$ cat config.mk
export PLATFORM = sky130hd
export DESIGN_NAME = eul_cordic_cell
export DESIGN_NICKNAME = d
export VERILOG_FILES = /design/src/design/eul_pkg.sv /design/src/design/eul_cordic_cell.sv
export SDC_FILE = /design/constraint.sdc
export NUM_CORES = 1
export LEC_CHECK = 0
export BUFFER_PORTS_ARGS = -buffer_cell sky130_fd_sc_hd__buf_2
export CORE_AREA = 5 5 239 241
export DETAILED_ROUTE_END_ITERATION = 8
export DIE_AREA = 0 0 244 246
export GPL_ROUTABILITY_DRIVEN = 1
export PLACE_DENSITY = 0.73
export SLEW_MARGIN = 20
export SYNTH_ARGS = -nofsm -noshare
export SYNTH_HDL_FRONTEND = slang
export SYNTH_SLANG_ARGS = --single-unit
$ cat constraint.sdc
create_clock -name clock -period 8.4 [get_ports clock]
set_input_delay 1.26 -clock clock [delete_from_list [all_inputs] [get_ports clock]]
set_output_delay 1.26 -clock clock [all_outputs]
set_load 0.03 [all_outputs]
$ cat src/design/eul_pkg.sv
// Shared types, constants and functions of the Euler angle to rotation matrix unit.
package eul_pkg;

   // Default parameter values.
   localparam int ANGLE_WIDTH_DEF = 16;
   localparam int COEF_WIDTH_DEF  = 16;
   localparam int TRIG_STAGES_DEF = 16;

   // CORDIC datapath: 30 fraction bits, two guard bits above the sign.
   localparam int FRAC_BITS = 30;
   localparam int LANE_W    = 34;
   localparam int TRIG_W    = 32;
   localparam logic signed [LANE_W-1:0] CORDIC_X0 = 34'sd652032874;

   // One angle in flight through the CORDIC chain.
   typedef struct packed {
      logic signed [LANE_W-1:0] x;
      logic signed [LANE_W-1:0] y;
      logic signed [LANE_W-1:0] z;
      logic                     neg;
   } lane_type;

   // Roll, pitch and yaw lanes of one request (index 0, 1, 2).
   typedef struct packed {
      logic                 valid;
      lane_type [2:0]       lane;
   } stage_type;

   // Arctangent of 2^-i as a 32-bit binary angle.
   function automatic logic signed [LANE_W-1:0] atan_entry(input int unsigned i);
      logic signed [LANE_W-1:0] t;
      case (i)
         0:  t = 34'sd536870912;
         1:  t = 34'sd316933406;
         2:  t = 34'sd167458907;
         3:  t = 34'sd85004756;
         4:  t = 34'sd42667331;
         5:  t = 34'sd21354465;
         6:  t = 34'sd10679838;
         7:  t = 34'sd5340245;
         8:  t = 34'sd2670163;
         9:  t = 34'sd1335087;
         10: t = 34'sd667544;
         11: t = 34'sd333772;
         12: t = 34'sd166886;
         13: t = 34'sd83443;
         14: t = 34'sd41722;
         15: t = 34'sd20861;
         16: t = 34'sd10430;
         17: t = 34'sd5215;
         18: t = 34'sd2608;
         19: t = 34'sd1304;
         20: t = 34'sd652;
         21: t = 34'sd326;
         22: t = 34'sd163;
         23: t = 34'sd81;
         24: t = 34'sd41;
         25: t = 34'sd20;
         26: t = 34'sd10;
         27: t = 34'sd5;
         28: t = 34'sd3;
         29: t = 34'sd1;
         30: t = 34'sd1;
         default: t = '0;
      endcase
      return t;
   endfunction

   // Fold a 32-bit binary angle into [-pi/2, pi/2) and load the CORDIC start vector.
   function automatic lane_type reduce_angle(input logic [31:0] a);
      lane_type    l;
      logic [31:0] sum;
      logic [31:0] a2;
      sum   = a + 32'h4000_0000;
      l.neg = sum[31];
      a2    = sum[31] ? (a + 32'h8000_0000) : a;
      l.x   = CORDIC_X0;
      l.y   = '0;
      l.z   = LANE_W'(signed'(a2));
      return l;
   endfunction

endpackage

$ cat src/design/eul_cordic_cell.sv
// One CORDIC rotation cell, applied to the roll, pitch and yaw lanes together.
module eul_cordic_cell #(
   parameter int STAGE = 0
) (
   input  logic                clock,
   input  logic                reset,
   input  logic                en,
   input  eul_pkg::stage_type  stage_in,
   output eul_pkg::stage_type  stage_out
);
   import eul_pkg::*;

   localparam logic signed [LANE_W-1:0] ATAN = atan_entry(STAGE);

   logic           valid_ff;
   lane_type [2:0] lane_ff;
   lane_type [2:0] lane_in;

   // Rotate each lane towards zero residual angle.
   always_comb begin
      for (int k = 0; k < 3; k++) begin
         lane_in[k].neg = stage_in.lane[k].neg;
         if (!stage_in.lane[k].z[LANE_W-1]) begin
            lane_in[k].x = stage_in.lane[k].x - (stage_in.lane[k].y >>> STAGE);
            lane_in[k].y = stage_in.lane[k].y + (stage_in.lane[k].x >>> STAGE);
            lane_in[k].z = stage_in.lane[k].z - ATAN;
         end else begin
            lane_in[k].x = stage_in.lane[k].x + (stage_in.lane[k].y >>> STAGE);
            lane_in[k].y = stage_in.lane[k].y - (stage_in.lane[k].x >>> STAGE);
            lane_in[k].z = stage_in.lane[k].z + ATAN;
         end
      end
   end

   // Valid bit is reset; the lane data is not.
   always_ff @(posedge clock) begin
      if (reset) begin
         valid_ff <= 1'b0;
      end else if (en) begin
         valid_ff <= stage_in.valid;
      end
   end

   always_ff @(posedge clock) begin
      if (en) begin
         lane_ff <= lane_in;
      end
   end

   assign stage_out.valid = valid_ff;
   assign stage_out.lane  = lane_ff;
endmodule

==> metrics.csv <==
stage;metric;value;unit
worst_setup_path;Setup crit end kind;flip-flop;
worst_setup_path;CP max stage cell;o31ai_1;
finish;nets@finish;4115;
floorplanning;Die H;246;µm
drt;vias;24800;
finish;Reg area;9210;µm²
place;HPWL after DPL;71.6;mm
cts;hold_buf cts;0;
finish;fin util;57.0;%
global_routing;total track usage;27.8;%
pwr;Pwr Total;5.74;mW
synthesis;Post-Synthesis Net Count;3583;
finish;area taken by multi-input logic gates;15500;µm²
place;Placer Congestion;1.02;
synthesis;warnings from Yosys;0;
global_routing;initial antenna violation count;23;
min_path;hold_sp;valid_ff;
synthesis;synth top area cells;edfxtp_1 35%, ha_1 14%, a21oi_1 7.0%, xnor2_1 5.3%, inv_1 4.4%;
global_routing;global route overflow;0;
synthesis;Synth Cell Area;26500;µm²
place;Port Buffer Count;622;
synthesis;top cell type's share of synthesized area;34.6;%
drt;drt total wl;89.9;mm
worst_setup_path;RR Endpoint;valid_ff;
worst_setup_path;family with the most delay on the worst path;compound AO/OA/AOI/OAI gates;
min_path;hold path depth;2;
cts;# H-tree levels;2;
min_path;WHS Endpoint;valid_ff;
flow_run;max_cap viols;0;
cts;Worst-Skew Late Latency;0.55;ns
worst_setup_path;critical path, cell by cell;buf_2 > inv_1 > ha_1 > inv_1 > a2111oi_4 > a211oi_1 > o31ai_1 > o21bai_1 > a211o_1 > a21oi_1 > a21oi_1 > xnor2_1;
worst_setup_path;Critical Setup Path Class;primary input to flip-flop;
min_path;worst min path class;flip-flop to flip-flop;
drt;Vias/cell;5.87;
drt;1st-iter DRT viols;2400;
sta;Slew headroom;34.7;%
global_routing;largest net degree at the start of global routing;158;
drt;post-route ant nets;0;
sta;final clock period utilization by the worst path;51.0;%
worst_setup_path;Worst Path Arrival;4.56;ns
finish;Area growth, synth to finish;17.5;%
synthesis;Post-Syn Area per Cell;8.98;µm²
finish;# fillers;4948;
pwr;worst vdd ir;0.000154;V
worst_setup_path;CP Buf/Inv Count;3;
worst_setup_path;origin of the critical flop-to-flop path;valid_ff;
cts;post-cts gate resize count;0;
pwr;leak pwr;14.1;nW
worst_setup_path;critical path depth;12;
floorplanning;die width;244;µm
worst_setup_path;crit start category;primary input;
worst_setup_path;CP Max Fanout;9;
cts;clk slew on worst S/H paths;0.06;ns
synthesis;sequential area share after synthesis;34.7;%
synthesis;leading area contributor after synthesis;edfxtp_1;
global_routing;first-pass GRT wire length;134;mm
worst_setup_path;reg2reg setup slack;7.81;ns
status;status;finished clean;
cts;Longest Clk Path Bufs;3;
sta;setup tns final;0;ns
drt;DRC;0;
place;Post-DP Area;30000;µm²
drt;TritonRoute pass-1 iters;5;
synthesis;Main synth FF type;edfxtp_1;
synthesis;Post-synth EDFFs;306;
worst_setup_path;Crit path required time;8.68;ns
cts;Root Buffer;clkbuf_16;
cts;Post-CTS Setup Repair Bufs;0;
floorplanning;Core ar.;54700;µm²
synthesis;synth unique cells;91;
worst_setup_path;CP max stage delay;0.62;ns
sta;unrepaired setup endpoints after global routing;false;
sta;final setup fails;0;
cts;CTS Buf Count;36;
worst_setup_path;r2r worst-path depth;2;
synthesis;Async SR Flop Fraction;0;%
floorplanning;Std-Cell Rows;86;
synthesis;synthesis-stage register bit count;307;
sta;max-slew violations;0;
sta;final hold vios;0;
floorplanning;initial core utilization;48.5;%
sta;Worst Skew;0;ns
finish;Final Instance Area;31200;µm²
cts;CTS Sinks;307;
sta;Final min period;4.29;ns
floorplanning;I/O pin total;623;
drt;wire length per cell;21.3;µm
sta;fmax;233;MHz
synthesis;synthesized instance count;2952;
cts;CTS tree;done;
pwr;power density over the cells;184;nW/µm²
sta;worst-margin pin slew;0.979;ns
floorplanning;die area;60000;µm²
finish;share of cells above drive strength 1;20.7;%
global_routing;vias in the first global route;23200;
worst_setup_path;CP startpoint;stage_in[142];
registers in the layout, indices dropped and copies added (netlist names):
name,cells
stage_out,306
valid_ff,1
layout by cell type (no fill, tap or decap), types with 26 or more instances in the layout:
cell type | synthesis | routed
inv_1 | 308 | 308
ha_1 | 306 | 306
nand2_1 | 137 | 137
nand4_1 | 28 | 28
clkbuf_16 | 0 | 36
a21o_1 | 71 | 71
xnor2_1 | 162 | 162
a211oi_1 | 32 | 32
mux2i_1 | 50 | 50
a21oi_1 | 372 | 372
nor2_1 | 216 | 216
nor3_1 | 71 | 71
xor2_1 | 39 | 39
o21a_1 | 29 | 29
buf_2 | 22 | 621
o31ai_1 | 27 | 27
nand2b_1 | 28 | 28
nor2b_1 | 37 | 37
o21bai_1 | 64 | 64
edfxtp_1 | 306 | 306
o21ai_0 | 198 | 198
nand3_1 | 26 | 26
through the flow:
step	cells	setup WS, ns	hold WS (ns)
after floorplan	2952	4.42	0.462
after global placement	4150	3.60	0.482
after detailed placement	4150	3.64	0.483
after CTS	4211	4.24	0.501
after global routing	4222	3.97	0.573
final	4227	4.11	0.497
cells in the mapped netlist, drive strengths merged (21+ instances only):
library cell  count
a21oi           378
inv             311
edfxtp          306
ha              306
o21ai           218
nor2            216
xnor2           162
nand2           137
clkbuf           86
a21o             72
nor3             71
o21bai           64
buf              51
mux2i            50
xor2             39
nor2b            38
a211oi           36
o21a             29
nand2b           28
nand4            28
o31ai            27
nand3            26
o211ai           23
a31oi            21
where the power goes:
part	internal (mW)	total [mW]	switching [mW]
Sequential	1.98	2.06	0.0799
Combinational	0.701	2.19	1.49
Clock	0.857	1.49	0.634
Total	3.54	5.74	2.21
tightest hold or removal path, cell delays in order (launching register included):
cell     delay (ns)
dfxtp_1        0.32
mux2i_1        0.06
nor2_1         0.08
layer usage:
metal  vias up  share of wire [%]  global-route usage (%)
li1      11600                  -                       -
met2      1317                 46                    46.3
met4        14                3.7                    9.87
met1     11700                 40                    36.4
met3       187                9.4                    5.65
met5         -              0.091                       0
worst max path at each step:
stage | endpoint | slack, ns
global route | stage_out[57] | 3.97
CTS | stage_out[202] | 4.24
finish | stage_out[191] | 4.11
floorplan | stage_out[293] | 4.42
detailed placement | stage_out[202] | 3.64
global placement | stage_out[198] | 3.60
cell type report:
type / instances / share of cell area [%]
multi-input cells: 2190 / 49.9
flip-flops and latches: 307 / 29.5
repair buffers: 631 / 10.3
inverters: 318 / 3.83
clock buffers: 45 / 3.00
well taps: 704 / 2.83
clock inverters: 16 / 0.518
diodes: 16 / 0.128
kinds of logic after synthesis:
group	Yosys count	synth area share [%]
AOI/OAI and AO/OA	986	23.3
and+or+nand+nor	634	11.4
buffers and inverters	455	6.66
adders and majority gates	318	15.3
DFF	307	34.7
xor gates and xnor gates	201	6.64
muxes	51	1.93
(Power assumes the default switching activity.)
